### src/swhl_pkg.sv
// Shared types and constants for the sliding-window high/low channel.
package swhl_pkg;

    localparam int PRICE_W          = 32;
    localparam int MID_W            = PRICE_W + 1;
    localparam int WLEN_W           = 7;
    localparam int MAX_WINDOW_DEF   = 64;
    localparam int APB_ADDR_W       = 2;
    localparam int APB_DATA_W       = 32;

    localparam logic [APB_ADDR_W-1:0] REG_WINDOW_LENGTH = '0;
    localparam logic [WLEN_W-1:0]     WLEN_RESET        = WLEN_W'(20);

    typedef struct packed {
        logic [PRICE_W-1:0] high_price;
        logic [PRICE_W-1:0] low_price;
        logic               series_start;
    } swhl_in_t;

    typedef struct packed {
        logic [PRICE_W-1:0] channel_high;
        logic [PRICE_W-1:0] channel_low;
        logic [MID_W-1:0]   channel_mid;
        logic               result_valid;
    } swhl_out_t;

    // one stored bar, shifted cell to cell on each accepted item
    typedef struct packed {
        logic [PRICE_W-1:0] hi;
        logic [PRICE_W-1:0] lo;
    } swhl_bar_t;

    // running extremes walking down the chain behind a token
    typedef struct packed {
        logic               tok;
        logic [PRICE_W-1:0] hi;
        logic [PRICE_W-1:0] lo;
    } swhl_scan_t;

endpackage

### src/swhl_cell.sv
// One window cell: holds a bar and folds it into the passing scan.
module swhl_cell #(
    parameter int MAX_WINDOW = swhl_pkg::MAX_WINDOW_DEF,
    parameter int IDX        = 0
) (
    input  logic                                clk,
    input  logic                                rst_n,
    input  logic                                shift,
    input  logic                                step,
    input  logic [$clog2(MAX_WINDOW+1)-1:0]     len,
    input  swhl_pkg::swhl_bar_t                 bar_in,
    output swhl_pkg::swhl_bar_t                 bar_out,
    input  swhl_pkg::swhl_scan_t                scan_in,
    output swhl_pkg::swhl_scan_t                scan_out
);
    import swhl_pkg::*;

    localparam int LW = $clog2(MAX_WINDOW + 1);
    localparam logic [LW-1:0] MY_IDX = LW'(IDX);

    swhl_bar_t  bar_reg;
    logic       tok_reg;
    logic       tok_next;
    logic [PRICE_W-1:0] hi_reg, hi_next;
    logic [PRICE_W-1:0] lo_reg, lo_next;
    logic       take;

    // cell lies inside the window when its age is below the length
    assign take = scan_in.tok && (MY_IDX < len);

    always_comb
    begin
        tok_next = scan_in.tok;
        hi_next  = scan_in.hi;
        lo_next  = scan_in.lo;
        if (take)
        begin
            if (bar_reg.hi > scan_in.hi)
            begin
                hi_next = bar_reg.hi;
            end
            if (bar_reg.lo < scan_in.lo)
            begin
                lo_next = bar_reg.lo;
            end
        end
    end

    always_ff @(posedge clk)
    begin
        if (shift)
        begin
            bar_reg <= bar_in;
        end
        if (step)
        begin
            hi_reg <= hi_next;
            lo_reg <= lo_next;
        end
    end

    always_ff @(posedge clk or negedge rst_n)
    begin
        if (!rst_n)
        begin
            tok_reg <= 1'b0;
        end
        else if (step)
        begin
            tok_reg <= tok_next;
        end
    end

    assign bar_out      = bar_reg;
    assign scan_out.tok = tok_reg;
    assign scan_out.hi  = hi_reg;
    assign scan_out.lo  = lo_reg;

endmodule

### config.mk
export PLATFORM = sky130hd
export DESIGN_NAME = swhl_cell
export DESIGN_NICKNAME = d
export VERILOG_FILES = /design/src/swhl_pkg.sv /design/src/swhl_cell.sv
export SDC_FILE = /design/constraint.sdc
export NUM_CORES = 1
export LEC_CHECK = 0
export ABC_AREA = 0
export BUFFER_PORTS_ARGS = -buffer_cell sky130_fd_sc_hd__clkbuf_2
export CORE_MARGIN = 2
export CORE_UTILIZATION = 48
export DETAILED_ROUTE_END_ITERATION = 12
export PLACE_DENSITY = 0.8
export REMOVE_ABC_BUFFERS = 1
export SLEW_MARGIN = 25
export SYNTH_ARGS = -nofsm -noshare
export SYNTH_HDL_FRONTEND = slang
export SYNTH_SLANG_ARGS = --single-unit
### constraint.sdc
create_clock -name clk -period 3.6 [get_ports clk]
set_input_delay 0 -clock clk [delete_from_list [all_inputs] [get_ports clk]]
set_output_delay 0 -clock clk [all_outputs]
set_load 0.02 [all_outputs]
==> metrics.txt <==
initial antenna violation count 0; CP top delay family simple AND/OR/NAND/NOR gates; Synth Area in Adders 12.3%; antenna viol nets, final 0; total vias in the final route 5,470; clk_lat worst skew 0.44 ns; Max-Cap Viols 0; Fin Hold WS 0.127 ns; largest family of logic cells by synthesized area multiplexers; syn_area_per_cell 14.9 sq um; worst hold stages 1; row cnt 42; width of the die 120 um; Worst R2R Start bar_out[59]; Worst R2R Path Depth 9; starting density of the core 48.9%; Final min period 3.04 ns; WHS Endpoint bar_out[50]; Async S/R FF share, synth 0.775%; Cells after Synth 432; Hold Fails Final Rpt 0; crit path DAT 3.22 ns; postcts setup bufs 0; top cell type's share of synthesized area 59.8%; die height 120 um; Core Util, Final 75.4%; Worst Tran Pin Value 0.856 ns; Max Clk Rate 329 MHz; register area 0.00387 sq mm; largest net degree at the start of global routing 45; All-Layer GR Usage 29.0%; mux share of post-synthesis cell area 13.1%; EDFF count, synth 128; DR iter-0 viols 357; Yosys cell types 31; outcome complete, no violations; reg2reg end hi_reg[31]; aggregate routed wire length 20,500 um; area of the multi-input gates 0.00225 sq mm; I/O pin count 269; cell area after synthesis 0.00643 sq mm; most frequent cells after synthesis edfxtp_1, inv_1, ha_1; post-detail-place hpwl 12,100 um; R2R setup slack 0.56 ns; Placed Area 0.00795 sq mm; die area 0.0143 sq mm; simple-gate share of the synthesized area 4.26%; synthesized flop and latch total 129; Via density 5.28; Post-Synth XOR/XNOR Area 0%; CP max FO 25; Synth area leader edfxtp_1; CP bufs+invs 2; H-tree depth 4; RSZ-0062 raised after global routing no; Sw Pwr 1250 uW; final setup violation count 0; Hold Crit Class input port to flip-flop; vias in the first global route 5,991; CP Launch Type flip-flop; DRT Pass-1 Iters 6; ant diodes 0; total number of yosys warnings 0; layout filler cell count 747; CP Cell Sequence ha_1 > nand4_1 > nor4_2 > inv_1 > nor3_4 > a221oi_2 > a31oi_4 > buf_4 > mux2_2; most common cell in the netlist edfxtp_1; cts repair resizes 0; worst hold start shift; switching share of power 26.7%; CP max stage cell buf_4; final instance area 0.00991 sq mm; power share of the combinational group 19.3%; Total Power 4700 uW; Seq pwr share 40.2%; layout cells sized above 1 43.6%; CORE AREA 0.0131 sq mm; Slew Viols, Final 0; global-route wire length before repair 31,200 um; Clock transition at path regs 0.06 ns; Synth Area in Compound Gates 5.33%; number of buffers created by CTS 17; DR DRC count 0; critical setup path kind flip-flop to flip-flop; Root Buffer clkbuf_16; pwr dens 474 mW/mm^2; Clk pwr share 40.5%; nets@finish 1,050; GR Overflow Total 0; setup tns final 0 ns; Worst VDD drop 0.419 mV; max reg flops 64; Syn-to-layout area delta 54.2%; worst path required time 3.78 ns; Clock Tree Buf Depth 2; IO Port Bufs 268; CTS tree done; clock sink total 129; Slowest Stage Delay on Critical Path 0.45 ns; Tcrit/Tclk final 84.5%; Pleak 0.00471 uW; worst rel slew slack 42.9%; Main synth FF type edfxtp_1; crit end category flip-flop; internal power component 3450 uW; routed len/inst 19.8 um; final RePlAce weighted congestion 0.848; skew final 0.0166 ns; sequential area share after synthesis 60.2%; Area contributors post-synth edfxtp_1, ha_1, mux2_4
metrics by stage:
step                instances  setup slack (ns)
floorplan                 425             0.256
global placement          873             0.701
detailed placement        873             0.594
CTS                      1036             0.582
global route             1036             0.360
finish                   1036             0.559
layer usage:
layer  track usage (%)  part of all wire [%]  vias up
li1                  -                     -     2440
met1              29.4                    34     2605
met2              52.4                    53      355
met3              9.65                   9.1       70
met4              16.0                   4.3        0
met5                 0                     0        -
how the worst max path moves through the flow:
stage | from | to | slack, ns | cells after the start
after floorplan | bar_out[62] | hi_reg[0] | 0.26 | 8
after global placement | bar_out[46] | hi_reg[0] | 0.70 | 9
after detailed placement | bar_out[59] | hi_reg[31] | 0.59 | 9
after CTS | bar_out[59] | hi_reg[31] | 0.58 | 9
after global routing | bar_out[59] | hi_reg[31] | 0.36 | 9
final | bar_out[59] | hi_reg[31] | 0.56 | 9
power by group through the flow:
stage          Clock [uW]  Combinational, uW  Sequential (uW)
2_1_floorplan           0                296             2050
3_3_place_gp            0                728             1900
3_5_place_dp            0                755             1910
4_1_cts              1900                879             1880
5_1_grt              1980                967             1900
6_report             1910                907             1890
layout make-up:
| cell class | count | area share (%) |
|---|---|---|
| Sequential cell | 129 | 39.0 |
| Inverter | 65 | 2.46 |
| Timing Repair Buffer | 403 | 27.1 |
| Clock buffer | 17 | 4.29 |
| Multi-Input combinational cell | 231 | 22.7 |
| Clock inverter | 15 | 2.18 |
| Tap cell | 176 | 2.22 |
cell families after synthesis:
group | after synthesis
compound gates | 51
fa+ha+maj | 63
buf+inv | 72
flops | 129
mux | 65
simple gates | 52
timing repair:
item                       CTS  global route
setup endpoints to repair    0             0
hold buffers               131             0
hold endpoints to repair   130             0
layout by cell type (no fill, tap or decap), drive strengths merged, types with 3 or more instances in the layout:
| cell type | Yosys | final |
|---|---|---|
| edfxtp | 128 | 128 |
| nand2 | 16 | 16 |
| ha | 63 | 63 |
| clkinvlp | 0 | 4 |
| nand3 | 8 | 8 |
| nand4 | 11 | 11 |
| nor2 | 9 | 9 |
| clkbuf | 0 | 283 |
| inv | 65 | 65 |
| dlygate4sd3 | 0 | 131 |
| nor3 | 3 | 3 |
| buf | 7 | 6 |
| a21oi | 27 | 27 |
| mux2 | 65 | 65 |
| a21o | 7 | 7 |
| clkinv | 0 | 6 |
| bufinv | 0 | 5 |
| o21ai | 8 | 8 |
Note: power is estimated with default switching activity, not from simulation.
